`src/rtl/core/trhb_pkg.sv`:
```
package trhb_pkg;

  localparam int NUM_CHANNELS = 8;
  localparam int TIME_BITS    = 32;
  localparam int CH_W         = $clog2(NUM_CHANNELS);
  localparam int CNT_W        = $clog2(NUM_CHANNELS + 1);

  // input operations
  localparam logic [2:0] OP_TICK   = 3'd0;
  localparam logic [2:0] OP_CLAIM  = 3'd1;
  localparam logic [2:0] OP_ARM    = 3'd2;
  localparam logic [2:0] OP_HB     = 3'd3;
  localparam logic [2:0] OP_RESULT = 3'd4;

  // result kinds
  localparam logic [2:0] K_CLAIMED = 3'd0;
  localparam logic [2:0] K_ARM_ACK = 3'd1;
  localparam logic [2:0] K_HBEAT   = 3'd2;
  localparam logic [2:0] K_FIRE    = 3'd3;
  localparam logic [2:0] K_RETRY   = 3'd4;
  localparam logic [2:0] K_SUCCESS = 3'd5;
  localparam logic [2:0] K_FAILED  = 3'd6;
  localparam logic [2:0] K_CLOSED  = 3'd7;

  // channel states
  localparam logic [2:0] CS_UNUSED = 3'd0;
  localparam logic [2:0] CS_IDLE   = 3'd1;
  localparam logic [2:0] CS_ARMED  = 3'd2;
  localparam logic [2:0] CS_WAIT   = 3'd3;
  localparam logic [2:0] CS_RESULT = 3'd4;

  // register indexes
  localparam logic [2:0] R_ACTIVE = 3'd0;
  localparam logic [2:0] R_HB_INT = 3'd1;
  localparam logic [2:0] R_REPLY  = 3'd2;
  localparam logic [2:0] R_RETRY  = 3'd3;
  localparam logic [2:0] R_LIMIT  = 3'd4;
  localparam logic [2:0] R_DELAY  = 3'd5;

  typedef struct packed {
    logic        armed;
    logic [3:0]  claimed;
    logic [63:0] plate;
    logic [31:0] tag;
    logic [7:0]  client;
    logic [2:0]  channel;
    logic [2:0]  kind;
  } res_t;

endpackage

```
`src/rtl/core/trigger_retry_heartbeat_supervisor_core.sv`:
```
// camera channel supervisor
// input stream s_*: one transfer per event (tick, claim, arm, heartbeat reply,
// recognition result); output stream m_*: action reports, tlast on the final
// report caused by one input transfer. an APB port holds the six settings.
// one sequencer drives a shared subtract/compare unit over the channel table,
// one channel entry per cycle unless a stalled report holds it. a tick walks
// the n present channels, after a release pass over them when a dead client
// is released first; a claim walks the k claimed channels; arm, reply and
// result are decoded directly. s_tready is high only while the sequencer is
// idle. reports pass a hold register and an output register, so a stalled
// receiver holds the sequencer only when both are full; then no table entry
// changes until a transfer frees a place. reset clears the table, the time
// counter and the settings to their defaults; no report is then pending.
module trigger_retry_heartbeat_supervisor_core
  import trhb_pkg::*;
(
  input  logic         clk_i,
  input  logic         rst_ni,
  input  logic         s_tvalid_i,
  output logic         s_tready_o,
  // op, channel, client, claim_count, tag, plate_word, has_image, zero fill
  input  logic [119:0] s_tdata_i,
  output logic         m_tvalid_o,
  input  logic         m_tready_i,
  // kind, channel_res, client_res, tag_res, plate_word_res, claimed, armed, fill
  output logic [119:0] m_tdata_o,
  output logic         m_tlast_o,
  input  logic         psel_i,
  input  logic         penable_i,
  input  logic         pwrite_i,
  input  logic [4:0]   paddr_i,
  input  logic [31:0]  pwdata_i,
  output logic [31:0]  prdata_o,
  output logic         pready_o
);

  typedef enum logic [2:0] {
    ST_IDLE, ST_DECODE, ST_CLAIM, ST_CLOSE, ST_CLOSE_EMIT, ST_WALK, ST_FLUSH
  } seq_e;

  seq_e state_q;

  // settings
  logic [3:0]  active_q, limit_q;
  logic [15:0] hb_int_q, reply_q, retry_q, delay_q;

  // channel table
  logic [2:0]           cs_q      [NUM_CHANNELS];
  logic                 in_use_q  [NUM_CHANNELS];
  logic [7:0]           owner_q   [NUM_CHANNELS];
  logic                 alive_q   [NUM_CHANNELS];
  logic [TIME_BITS-1:0] heard_q   [NUM_CHANNELS];
  logic [15:0]          rc_q      [NUM_CHANNELS];
  logic [TIME_BITS-1:0] fire_q    [NUM_CHANNELS];
  logic [TIME_BITS-1:0] wstart_q  [NUM_CHANNELS];
  logic [3:0]           retries_q [NUM_CHANNELS];
  logic [31:0]          tag_q     [NUM_CHANNELS];
  logic [63:0]          plate_q   [NUM_CHANNELS];

  logic [TIME_BITS-1:0] now_q;
  logic [7:0]           cp_q;
  logic                 any_q;
  logic [CH_W-1:0]      idx_q;

  // captured item
  logic [2:0]  op_q, ch_q;
  logic [7:0]  cl_q, want_q;
  logic [31:0] itag_q;
  logic [63:0] iplate_q;
  logic        img_q;

  // report queue
  logic hold_v_q, out_v_q, out_last_q;
  res_t hold_q, out_q;

  logic [CNT_W-1:0]     n, k;
  logic [CH_W-1:0]      rd_idx;
  logic [2:0]           cs;
  logic [TIME_BITS-1:0] sel_time, diff;
  logic [15:0]          thr;
  logic                 gt, reached;
  logic [3:0]           ret_inc;
  logic                 ch_ok, idx_last, claim_last, emit, can_push, stall;
  res_t                 res;

  assign pready_o   = 1'b1;
  assign s_tready_o = (state_q == ST_IDLE);
  assign m_tvalid_o = out_v_q;
  assign m_tlast_o  = out_last_q;
  assign m_tdata_o  = {5'd0, out_q};

  // register read-back
  always_comb begin
    unique case (paddr_i[4:2])
      R_ACTIVE: prdata_o = {28'd0, active_q};
      R_HB_INT: prdata_o = {16'd0, hb_int_q};
      R_REPLY:  prdata_o = {16'd0, reply_q};
      R_RETRY:  prdata_o = {16'd0, retry_q};
      R_LIMIT:  prdata_o = {28'd0, limit_q};
      R_DELAY:  prdata_o = {16'd0, delay_q};
      default:  prdata_o = 32'd0;
    endcase
  end

  // present and claimed channel counts
  always_comb begin
    n = (active_q > 4'(NUM_CHANNELS)) ? CNT_W'(NUM_CHANNELS) : CNT_W'(active_q);
    k = (want_q == 8'd0 || want_q > 8'(n)) ? n : CNT_W'(want_q);
  end

  // shared subtract and compare on the selected entry
  always_comb begin
    rd_idx     = (state_q == ST_DECODE) ? ch_q[CH_W-1:0] : idx_q;
    cs         = cs_q[rd_idx];
    sel_time   = (cs == CS_ARMED) ? fire_q[rd_idx] :
                 (cs == CS_WAIT)  ? wstart_q[rd_idx] : heard_q[rd_idx];
    thr        = (cs == CS_WAIT) ? retry_q : hb_int_q;
    diff       = now_q - sel_time;
    gt         = diff > TIME_BITS'(thr);
    ret_inc    = (retries_q[rd_idx] == 4'hf) ? 4'hf : retries_q[rd_idx] + 4'd1;
    reached    = ret_inc >= limit_q;
    ch_ok      = CNT_W'(ch_q) < n;
    idx_last   = (CNT_W'(idx_q) == n - CNT_W'(1));
    claim_last = (CNT_W'(idx_q) == k - CNT_W'(1));
  end

  // report request of the current step
  always_comb begin
    emit = 1'b0;
    res  = '0;
    res.channel = rd_idx;
    res.client  = owner_q[rd_idx];
    case (state_q)
      ST_DECODE: begin
        if (op_q == OP_ARM) begin
          emit        = 1'b1;
          res.kind    = K_ARM_ACK;
          res.channel = ch_q;
          res.client  = ch_ok ? owner_q[rd_idx] : 8'd0;
          res.armed   = ch_ok && (cs == CS_IDLE);
        end else if (op_q == OP_CLAIM && k == '0) begin
          emit        = 1'b1;
          res.kind    = K_CLAIMED;
          res.channel = 3'd0;
          res.client  = cl_q;
          res.claimed = 4'(k);
        end
      end
      ST_CLAIM: begin
        if (claim_last) begin
          emit        = 1'b1;
          res.kind    = K_CLAIMED;
          res.channel = 3'd0;
          res.client  = cl_q;
          res.claimed = 4'(k);
        end
      end
      ST_CLOSE_EMIT: begin
        emit        = any_q;
        res.kind    = K_CLOSED;
        res.channel = 3'd0;
        res.client  = cp_q;
      end
      ST_WALK: begin
        if (in_use_q[rd_idx]) begin
          case (cs)
            CS_IDLE: begin
              emit     = (rc_q[rd_idx] == 16'd0) && alive_q[rd_idx] && gt;
              res.kind = K_HBEAT;
            end
            CS_ARMED: begin
              emit     = !diff[TIME_BITS-1];
              res.kind = K_FIRE;
            end
            CS_WAIT: begin
              emit     = gt;
              res.kind = reached ? K_FAILED : K_RETRY;
              res.tag  = reached ? tag_q[rd_idx] : 32'd0;
            end
            CS_RESULT: begin
              emit      = 1'b1;
              res.kind  = K_SUCCESS;
              res.tag   = tag_q[rd_idx];
              res.plate = plate_q[rd_idx];
            end
            default: emit = 1'b0;
          endcase
        end
      end
      default: emit = 1'b0;
    endcase
    can_push = !out_v_q || m_tready_i;
    stall    = emit && hold_v_q && !can_push;
  end

  // sequencer, table and report registers
  always_ff @(posedge clk_i or negedge rst_ni) begin
    if (!rst_ni) begin
      state_q    <= ST_IDLE;
      active_q   <= 4'd8;
      hb_int_q   <= 16'd30000;
      reply_q    <= 16'd5000;
      retry_q    <= 16'd500;
      limit_q    <= 4'd6;
      delay_q    <= 16'd500;
      now_q      <= '0;
      cp_q       <= 8'd0;
      any_q      <= 1'b0;
      idx_q      <= '0;
      hold_v_q   <= 1'b0;
      out_v_q    <= 1'b0;
      out_last_q <= 1'b0;
      for (int i = 0; i < NUM_CHANNELS; i++) begin
        cs_q[i]      <= CS_UNUSED;
        in_use_q[i]  <= 1'b0;
        owner_q[i]   <= 8'd0;
        alive_q[i]   <= 1'b0;
        heard_q[i]   <= '0;
        rc_q[i]      <= 16'd0;
        fire_q[i]    <= '0;
        wstart_q[i]  <= '0;
        retries_q[i] <= 4'd0;
        tag_q[i]     <= 32'd0;
        plate_q[i]   <= 64'd0;
      end
    end else begin
      // configuration writes
      if (psel_i && penable_i && pwrite_i) begin
        unique case (paddr_i[4:2])
          R_ACTIVE: active_q <= pwdata_i[3:0];
          R_HB_INT: hb_int_q <= pwdata_i[15:0];
          R_REPLY:  reply_q  <= pwdata_i[15:0];
          R_RETRY:  retry_q  <= pwdata_i[15:0];
          R_LIMIT:  limit_q  <= pwdata_i[3:0];
          R_DELAY:  delay_q  <= pwdata_i[15:0];
          default:  ;
        endcase
      end

      // output register
      if ((!stall && emit && hold_v_q) || (state_q == ST_FLUSH && hold_v_q && can_push)) begin
        out_v_q    <= 1'b1;
        out_q      <= hold_q;
        out_last_q <= (state_q == ST_FLUSH);
      end else if (m_tready_i) begin
        out_v_q <= 1'b0;
      end
      if (!stall && emit) begin
        hold_v_q <= 1'b1;
        hold_q   <= res;
      end

      unique case (state_q)
        ST_IDLE: begin
          if (s_tvalid_i) begin
            op_q     <= s_tdata_i[2:0];
            ch_q     <= s_tdata_i[5:3];
            cl_q     <= s_tdata_i[13:6];
            want_q   <= s_tdata_i[21:14];
            itag_q   <= s_tdata_i[53:22];
            iplate_q <= s_tdata_i[117:54];
            img_q    <= s_tdata_i[118];
            state_q  <= ST_DECODE;
          end
        end
        ST_DECODE: begin
          idx_q   <= '0;
          any_q   <= 1'b0;
          state_q <= ST_FLUSH;
          case (op_q)
            OP_TICK: begin
              now_q <= now_q + TIME_BITS'(1);
              if (cp_q != 8'd0 && n != '0) begin
                state_q <= ST_CLOSE;
              end else begin
                cp_q <= 8'd0;
                if (n != '0) state_q <= ST_WALK;
              end
            end
            OP_CLAIM: begin
              if (k != '0) state_q <= ST_CLAIM;
            end
            OP_ARM: begin
              if (ch_ok && cs == CS_IDLE) begin
                tag_q[rd_idx]   <= itag_q;
                heard_q[rd_idx] <= now_q;
                fire_q[rd_idx]  <= now_q + TIME_BITS'(delay_q);
                rc_q[rd_idx]    <= reply_q;
                alive_q[rd_idx] <= 1'b1;
                cs_q[rd_idx]    <= CS_ARMED;
              end
            end
            OP_HB: begin
              if (ch_ok) alive_q[rd_idx] <= 1'b1;
            end
            OP_RESULT: begin
              if (ch_ok && img_q) begin
                plate_q[rd_idx] <= iplate_q;
                cs_q[rd_idx]    <= CS_RESULT;
              end
            end
            default: ;
          endcase
        end
        ST_CLAIM: begin
          owner_q[idx_q]  <= cl_q;
          alive_q[idx_q]  <= 1'b1;
          heard_q[idx_q]  <= now_q;
          rc_q[idx_q]     <= reply_q;
          cs_q[idx_q]     <= CS_IDLE;
          in_use_q[idx_q] <= 1'b1;
          idx_q           <= idx_q + CH_W'(1);
          if (claim_last) state_q <= ST_FLUSH;
        end
        ST_CLOSE: begin
          if (owner_q[idx_q] == cp_q) begin
            owner_q[idx_q]  <= 8'd0;
            in_use_q[idx_q] <= 1'b0;
            any_q           <= 1'b1;
          end
          idx_q <= idx_q + CH_W'(1);
          if (idx_last) state_q <= ST_CLOSE_EMIT;
        end
        ST_CLOSE_EMIT: begin
          if (!stall) begin
            cp_q    <= 8'd0;
            idx_q   <= '0;
            state_q <= ST_WALK;
          end
        end
        ST_WALK: begin
          if (!stall) begin
            if (in_use_q[rd_idx]) begin
              case (cs)
                CS_IDLE: begin
                  if (rc_q[rd_idx] != 16'd0) begin
                    rc_q[rd_idx] <= rc_q[rd_idx] - 16'd1;
                  end else if (!alive_q[rd_idx]) begin
                    cp_q         <= owner_q[rd_idx];
                    cs_q[rd_idx] <= CS_UNUSED;
                  end else if (gt) begin
                    heard_q[rd_idx] <= now_q;
                    rc_q[rd_idx]    <= reply_q;
                    alive_q[rd_idx] <= 1'b0;
                  end
                end
                CS_ARMED: begin
                  if (!diff[TIME_BITS-1]) begin
                    cs_q[rd_idx]      <= CS_WAIT;
                    wstart_q[rd_idx]  <= now_q;
                    retries_q[rd_idx] <= 4'd0;
                  end
                end
                CS_WAIT: begin
                  if (gt) begin
                    wstart_q[rd_idx]  <= now_q;
                    retries_q[rd_idx] <= ret_inc;
                    if (reached) begin
                      tag_q[rd_idx]   <= 32'd0;
                      plate_q[rd_idx] <= 64'd0;
                      rc_q[rd_idx]    <= reply_q;
                      cs_q[rd_idx]    <= CS_IDLE;
                    end
                  end
                end
                CS_RESULT: begin
                  tag_q[rd_idx]   <= 32'd0;
                  plate_q[rd_idx] <= 64'd0;
                  rc_q[rd_idx]    <= reply_q;
                  cs_q[rd_idx]    <= CS_IDLE;
                end
                default: ;
              endcase
            end
            idx_q <= idx_q + CH_W'(1);
            if (idx_last) state_q <= ST_FLUSH;
          end
        end
        ST_FLUSH: begin
          if (!hold_v_q) begin
            state_q <= ST_IDLE;
          end else if (can_push) begin
            hold_v_q <= 1'b0;
            state_q  <= ST_IDLE;
          end
        end
        default: state_q <= ST_IDLE;
      endcase
    end
  end

endmodule

```
`config.mk`:
```
export PLATFORM = sky130hd
export DESIGN_NAME = trigger_retry_heartbeat_supervisor_core
export DESIGN_NICKNAME = d
export VERILOG_FILES = /design/src/rtl/core/trhb_pkg.sv /design/src/rtl/core/trigger_retry_heartbeat_supervisor_core.sv
export SDC_FILE = /design/constraint.sdc
export NUM_CORES = 2
export LEC_CHECK = 0
export ABC_AREA = 0
export CAP_MARGIN = 5
export CORE_AREA = 2 2 652 654
export DETAILED_ROUTE_END_ITERATION = 10
export DIE_AREA = 0 0 654 656
export DONT_BUFFER_PORTS = 1
export PLACE_DENSITY = 0.4
export SETUP_SLACK_MARGIN = 0.2
export SLEW_MARGIN = 20
export SYNTH_ARGS = -nofsm -noshare
export SYNTH_HDL_FRONTEND = slang
export SYNTH_SLANG_ARGS = --single-unit
```
`constraint.sdc`:
```
create_clock -name clk_i -period 23.1 [get_ports clk_i]
set_clock_uncertainty 0.2 [all_clocks]
set_input_delay 1.155 -clock clk_i [delete_from_list [all_inputs] [get_ports clk_i]]
set_output_delay 1.155 -clock clk_i [all_outputs]
set_load 0.01 [all_outputs]
```
Word-level counts from Yosys, hierarchy flattened
Cells that the tools add are included.
- input port bits: 164
- register bits: 2271
- word-level logic and storage cells: 502
- $lt $le $gt $ge: 9
- bitwise gates (word level): 35
- multiplexer cells: 199
- equality and inequality tests: 60
- reductions and logical operators: 68
- add/sub/neg operators: 8
- operators with widths (cell ; number):
    256-bit 2-to-1 mux ; 16
    512-bit 2-to-1 mux ; 6
    512-bit case mux with 2 select lines ; 2
    256-bit case mux with 2 select lines ; 3
    256-bit bitwise mux ; 5
    128-bit 2-to-1 mux ; 9
    128-bit case mux with 3 select lines ; 2
    256-bit case mux with 3 select lines ; 1
    512-bit bitwise AND ; 1
    512-bit bitwise mux ; 1
    512-bit NOT ; 1
    32-bit 2-to-1 mux ; 15
    32-bit binary-select mux with 3-bit select ; 4
    128-bit bitwise mux ; 3
    256-bit bitwise AND ; 1
    64-bit 2-to-1 mux ; 4
    256-bit NOT ; 1
    24-bit 2-to-1 mux ; 9
    64-bit binary-select mux with 3-bit select ; 1
    32-bit demux with 3-bit select ; 2
    64-bit demux with 3-bit select ; 1
    8-bit 2-to-1 mux ; 23
    32-bit case mux with 2 select lines ; 2
    64-bit case mux with 2 select lines ; 1
    94 further kinds ; 265

Logic depth before layout (Yosys ltp)
- word-level depth: 23
- gate-level depth with buffers: 42
- gate-level depth less buffers: 29

Worst setup path after synthesis
Ideal clock, no wire load.
- path kind: register -> register
- start point: register state_q[1]
- end point: register out_q (netlist bit m_tdata_o[0]) (enable)
- buffers on the path: 11
- setup slack: 7.153 ns
- setup time: 0.753 ns
- period minus slack after synthesis: 15.947 ns
- arrival: 14.994 ns
- cell stages (with the launch flop): 36
- cells stage by stage: dfrtp_1 buf_6 or3b_1 buf_2 a21oi_1 buf_4 buf_2 buf_2 buf_4 clkbuf_1 buf_1 clkbuf_1 buf_1 o211ai_1 o21ai_0 a31oi_1 ha_1 o21a_1 o31a_1 o41ai_2 o21a_1 xnor2_1 ha_1 and3_1 and3_1 nand4_1 a21bo_2 a31oi_1 a2111o_1 nor4_1 and3_1 buf_2 a21boi_0 o31a_1 a21oi_1 nor3b_1
- word-level cells in the longest chain between the ends: 22
- elaborated cells on any way between the ends: 53
- ends and longest elaborated chain (item ; RTL line ; RTL):
    start, declared ; trigger_retry_heartbeat_supervisor_core.sv:41 ; seq_e state_q;
    start signal, assigned ; trigger_retry_heartbeat_supervisor_core.sv:199 ; state_q <= ST_IDLE;
    start signal, assigned ; trigger_retry_heartbeat_supervisor_core.sv:263 ; state_q <= ST_DECODE;
    start signal, assigned ; trigger_retry_heartbeat_supervisor_core.sv:269 ; state_q <= ST_FLUSH;
    3-bit by 1-bit equality test with 1-bit output ; trigger_retry_heartbeat_supervisor_core.sv:113, trigger_retry_heartbeat_supervisor_core.sv:133 ;
    3-bit 2-to-1 mux ; trigger_retry_heartbeat_supervisor_core.sv:113 ; rd_idx = (state_q == ST_DECODE) ? ch_q[CH_W-1:0] : idx_q;
    3-bit NOT with 4-bit output (implied by the code) ; n/a ;
    3-bit binary-select mux with 3-bit select ; trigger_retry_heartbeat_supervisor_core.sv:114 ; cs = cs_q[rd_idx];
    3-bit 2-to-1 mux (implied by the code) (2 in series) ; trigger_retry_heartbeat_supervisor_core.sv:114 ;
    3-bit by 2-bit equality test with 1-bit output ; trigger_retry_heartbeat_supervisor_core.sv:116, trigger_retry_heartbeat_supervisor_core.sv:117, trigger_retry_heartbeat_supervisor_core.sv:166 ;
    32-bit 2-to-1 mux ; trigger_retry_heartbeat_supervisor_core.sv:116 ; (cs == CS_WAIT) ? wstart_q[rd_idx] : heard_q[rd_idx];
    32-bit 2-to-1 mux ; trigger_retry_heartbeat_supervisor_core.sv:115 ; sel_time = (cs == CS_ARMED) ? fire_q[rd_idx] :
    [... 3 more ...] ; n/a ;
    1-bit case mux with 4 select lines ; trigger_retry_heartbeat_supervisor_core.sv:166 ; case (cs)
    1-bit 2-to-1 mux ; trigger_retry_heartbeat_supervisor_core.sv:165 ; if (in_use_q[rd_idx]) begin
    1-bit case mux with 4 select lines ; trigger_retry_heartbeat_supervisor_core.sv:133 ; case (state_q)
    1-bit logical AND (2 in series) ; trigger_retry_heartbeat_supervisor_core.sv:193 ; stall = emit && hold_v_q && !can_push;
    1-bit logical NOT ; n/a ;
    1-bit logical AND (2 in series) ; trigger_retry_heartbeat_supervisor_core.sv:241 ; if ((!stall && emit && hold_v_q) || (state_q == ST_FLUSH && hold_v_q && can_push)) begin
    1-bit logical OR * ; trigger_retry_heartbeat_supervisor_core.sv:241 ;
    2-bit AND reduction (no line) * ; n/a ;
    end signal, assigned ; trigger_retry_heartbeat_supervisor_core.sv:243 ; out_q <= hold_q;
    end, declared ; trigger_retry_heartbeat_supervisor_core.sv:74 ; res_t hold_q, out_q;
Mark *: on every way between the ends. The rest lies on a longest branch, timed or not. The select of a mux whose other input is x is not followed.
A chain may end at the register's enable or synchronous reset.

Worst setup path after layout
- start point: register ch_q[0]
- end point: register hold_q[88] in the netlist's numbering (enable)
- word-level cells in the longest chain between the ends: 19
- elaborated cells on any way between the ends: 44
- ends and longest elaborated chain (item ; RTL line ; RTL):
    start, declared ; trigger_retry_heartbeat_supervisor_core.sv:66 ; logic [2:0] op_q, ch_q;
    start signal, assigned ; trigger_retry_heartbeat_supervisor_core.sv:257 ; ch_q <= s_tdata_i[5:3];
    3-bit 2-to-1 mux * ; trigger_retry_heartbeat_supervisor_core.sv:113 ;
    3-bit NOT with 4-bit output (implied by the code) * ; n/a ;
    3-bit binary-select mux with 3-bit select ; trigger_retry_heartbeat_supervisor_core.sv:114 ;
    3-bit 2-to-1 mux (implied by the code) (2 in series) ; trigger_retry_heartbeat_supervisor_core.sv:114 ;
    3-bit by 2-bit equality test with 1-bit output ; trigger_retry_heartbeat_supervisor_core.sv:116, trigger_retry_heartbeat_supervisor_core.sv:117, trigger_retry_heartbeat_supervisor_core.sv:166 ;
    32-bit 2-to-1 mux ; trigger_retry_heartbeat_supervisor_core.sv:116 ;
    32-bit 2-to-1 mux ; trigger_retry_heartbeat_supervisor_core.sv:115 ;
    32-bit subtractor ; trigger_retry_heartbeat_supervisor_core.sv:118 ; diff = now_q - sel_time;
    32-bit by 16-bit greater-than comparator with 1-bit output ; trigger_retry_heartbeat_supervisor_core.sv:119 ; gt = diff > TIME_BITS'(thr);
    1-bit logical AND ; trigger_retry_heartbeat_supervisor_core.sv:168 ; emit = (rc_q[rd_idx] == 16'd0) && alive_q[rd_idx] && gt;
    1-bit case mux with 4 select lines ; trigger_retry_heartbeat_supervisor_core.sv:166 ;
    1-bit 2-to-1 mux * ; trigger_retry_heartbeat_supervisor_core.sv:165 ;
    1-bit case mux with 4 select lines * ; trigger_retry_heartbeat_supervisor_core.sv:133 ;
    1-bit logical AND (2 in series) ; trigger_retry_heartbeat_supervisor_core.sv:193 ;
    1-bit logical NOT ; n/a ;
    1-bit logical AND * ; trigger_retry_heartbeat_supervisor_core.sv:248 ; if (!stall && emit) begin
    2-bit AND reduction (no line) * ; n/a ;
    end signal, assigned ; trigger_retry_heartbeat_supervisor_core.sv:250 ; hold_q <= res;
    end, declared ; trigger_retry_heartbeat_supervisor_core.sv:74 ;
Marked as above.

==> summary.md <==
| Metric | Value |
|---|---|
| Total Power | `16.9 mW` |
| Worst EP arrival | `13.91 ns` |
| Area leader, netlist | `dfrtp_1` |
| Synth Area in Compound Gates | `14.9%` |
| Vias in the first global route | `79,399` |
| Period Utilization, post-route | `58.8%` |
| R2r endpoint | `hold_q[88]` |
| Placed Cells | `14,377` |
| Fin cells | `14,883` |
| Drt first pass iters | `9` |
| Distinct cells, synth | `109` |
| Final design utilization | `28.7%` |
| Max-capacitance violation count | `0` |
| EDFF count, synth | `349` |
| First DRT Iteration DRCs | `7,668` |
| Leak | `51.8 nW` |
| Largest net degree at the start of global routing | `177` |
| Initial antenna violation count | `29` |
| Clock tree root buffer cell | `clkbuf_16` |
| Yosys reg bits | `2,271` |
| Clock Power Share | `26.3%` |
| Adder-Cell Fraction of Synth Area | `0.978%` |
| Synth top area cells | `dfrtp_1, mux2_2, edfxtp_1` |
| Crit path from | `ch_q[0]` |
| Ports | `320` |
| Synthesis-to-finish area growth | `15.1%` |
| Sw Share | `44.2%` |
| RSZ-0062 raised after global routing | `no` |
| Mux cell area share after synthesis | `15.6%` |
| CTS sink cnt | `2,271` |
| Cells resized by post-CTS repair | `0` |
| H-tree depth | `5` |
| Die ar. | `429,000 um2` |
| Endpoints failing hold | `0` |
| Hold Crit Class | `input pin to flop` |
| NetSw | `7.48 mW` |
| DRT antenna net count | `0` |
| Setup crit end | `hold_q[88]` |
| Clk slew on worst S/H paths | `0.06 ns` |
| Average size of a mapped cell | `11.5 um2` |
| First-pass GRT wire length | `616 mm` |
| CTS tree | `yes` |
| Die H | `656 um` |
| Seq/Total Area, Yosys | `55.7%` |
| Rel. slew slack | `12.7%` |
| Row cnt | `239` |
| Core region area | `422,000 um2` |
| CP Capture Type | `flop` |
| Vias | `78,417` |
| CTS Buf Count | `280` |
| DP HPWL | `265 mm` |
| Layout cells sized above 1 | `21.5%` |
| PD cells | `140 nW/um2` |
| Vias/cell | `5.27` |
| Hold_ws | `0.111 ns` |
| Leading cell types by count after synthesis | `dfrtp_1, nand2_1, mux2_2` |
| GPL Wtd Cong | `0.911` |
| Hold Buf Count CTS | `1` |
| FMAX | `0.0737 GHz` |
| Cell count after synthesis | `9,174` |
| Crit path time final | `13.58 ns` |
| Top cell type's share of synthesized area | `45.1%` |
| Final Max Slew Viols | `0` |
| Post-DP Area | `112,000 um2` |
| Post-Synth XOR/XNOR Area | `0.881%` |
| WS Path Type | `flop to flop` |
| Crit Path Max Fanout | `48` |
| Bufs on Longest Clock Path | `4` |
| Mapped cell area | `105,000 um2` |
| Part of the power in registers | `30.9%` |
| Grt total ovfl | `0` |
| CP Data Required Time | `23.43 ns` |
| Power share of the combinational group | `42.8%` |
| Top FF cell, synth | `dfrtp_1` |
| Worst-Skew Late Latency | `0.95 ns` |
| Post-Synth Simple-Gate Area | `8.53%` |
| Horiz. Die Dim | `654 um` |
| Worst Reg-to-Reg Cells | `24` |
| PortBufs | `0` |
| Setup violators final | `0` |
| Post-Place Setup Slack | `10.05 ns` |
| Ys async rst share | `84.6%` |
| Finished Cell Area | `121,000 um2` |
| Avg WL per Cell | `29.3 um` |
| YS warnings | `0` |
| Post-CTS setup buffers | `0` |
| Worst reg2reg startpoint | `ch_q[0]` |
| Final TNS setup | `0 ns` |
| Flop-to-flop setup slack | `9.52 ns` |
| Worst Setup Start Kind | `flop` |
| Drt drc | `0` |
| Slew of the pin with the lowest slew margin | `1.31 ns` |
| Initial Utilization | `24.9%` |
| Main combinational cell family by area after synthesis | `multiplexers` |
| WL final | `436 mm` |
| Fillers | `43,318` |
| Net count, final | `9,243` |
| Status | `complete, no violations` |
| Worst VDD drop | `0.000126 V` |
| Post-route setup slack | `9.52 ns` |
| Pint | `9.44 mW` |
| Multi-input gate area | `43,900 um2` |
| Sequential cell area | `58,600 um2` |
| Count leader, synth | `dfrtp_1` |
| GR Util All Layers | `19.7%` |
==> worst max-delay path: stages (launching register included) <==
cell and delay (ns):
edfxtp_1 0.32, buf_4 0.51, nor4bb_4 0.95, a21o_4 0.66
buf_4 0.57, buf_4 0.81, buf_4 0.78, nand2_1 0.13
nand3_1 0.12, o21ai_0 0.10, a221oi_1 0.55, a21oi_1 0.17
ha_1 0.46, nand2_1 0.14, nor4_1 0.81, nand3_1 0.47
o21ai_0 0.28, o21ai_0 0.18, mux2i_1 0.90, mux2i_1 0.70
o31a_1 0.46, and3_4 0.87, buf_4 0.50, buf_4 0.46
buf_4 0.60
==> state kept, by name, summed over array words and instances (netlist names), 64 cells and up, named ones only <==
name and count:
plate_q 512, fire_q 256, heard_q 256, tag_q 256
wstart_q 256, rc_q 128, hold_q 115, m_tdata_o 115
iplate_q 64, owner_q 64
==> worst min path at each step <==
stage                  start            end  slack (ns)  cells past startpoint
2_1_floorplan      hold_q[0]   m_tdata_o[0]        0.20                      0
3_3_place_gp       hold_q[6]   m_tdata_o[6]        0.21                      0
3_5_place_dp      hold_q[25]  m_tdata_o[25]        0.20                      0
4_1_cts        s_tdata_i[63]    iplate_q[9]        0.05                      0
5_1_grt        s_tdata_i[63]    iplate_q[9]        0.08                      0
6_report        s_tdata_i[3]        ch_q[0]        0.11                      0
==> power by group through the flow <==
stage | sequential [mW] | clock (mW) | combinational [mW]
finish | 5.24 | 4.45 | 7.24
global route | 5.30 | 4.72 | 7.62
CTS | 5.23 | 4.57 | 7.15
detailed placement | 5.29 | 0 | 7.13
global placement | 5.26 | 0 | 7.07
floorplan | 5.11 | 0 | 4.02
==> cells in the final DEF, fill, tap and decap left out, drive strengths merged, types with 79 or more instances in the layout <==
cell type  count
dfrtp       1895
mux2        1274
nand2       1220
o21ai        878
clkbuf       396
nor2         368
edfxtp       349
a21oi        298
buf          260
o22ai        187
mux2i        183
a222oi       136
nand3        114
a22oi        110
nor2b        109
a31oi        102
a221oi        87
ha            79
==> area by class of cell <==
type,instances,area share [%]
sequential,2271,48.4
clock inverter,102,0.915
multi-input combinational,6115,36.2
inverter,69,0.214
timing repair buffer,261,1.76
tap,5663,5.85
clock buffer,396,6.66
antenna,6,0.0124
==> kinds of logic after synthesis <==
| group | after synthesis |
|---|---|
| compound gates | 2368 |
| mux | 1466 |
| simple gates | 2073 |
| xor+xnor | 105 |
| fa+ha+maj | 81 |
| flops | 2271 |
| buf+inv | 808 |
| other cells | 2 |
==> metal layers <==
| layer | GRT usage (%) | up-vias | part of all wire [%] |
|---|---|---|---|
| met1 | 26.9 | 41234 | 44 |
| met4 | 8.11 | 6 | 4.6 |
| li1 | - | 33415 | - |
| met3 | 3.20 | 758 | 6.3 |
| met2 | 31.1 | 3004 | 45 |
| met5 | 0 | - | 0.0094 |
Note: power is estimated with default switching activity, not from simulation.
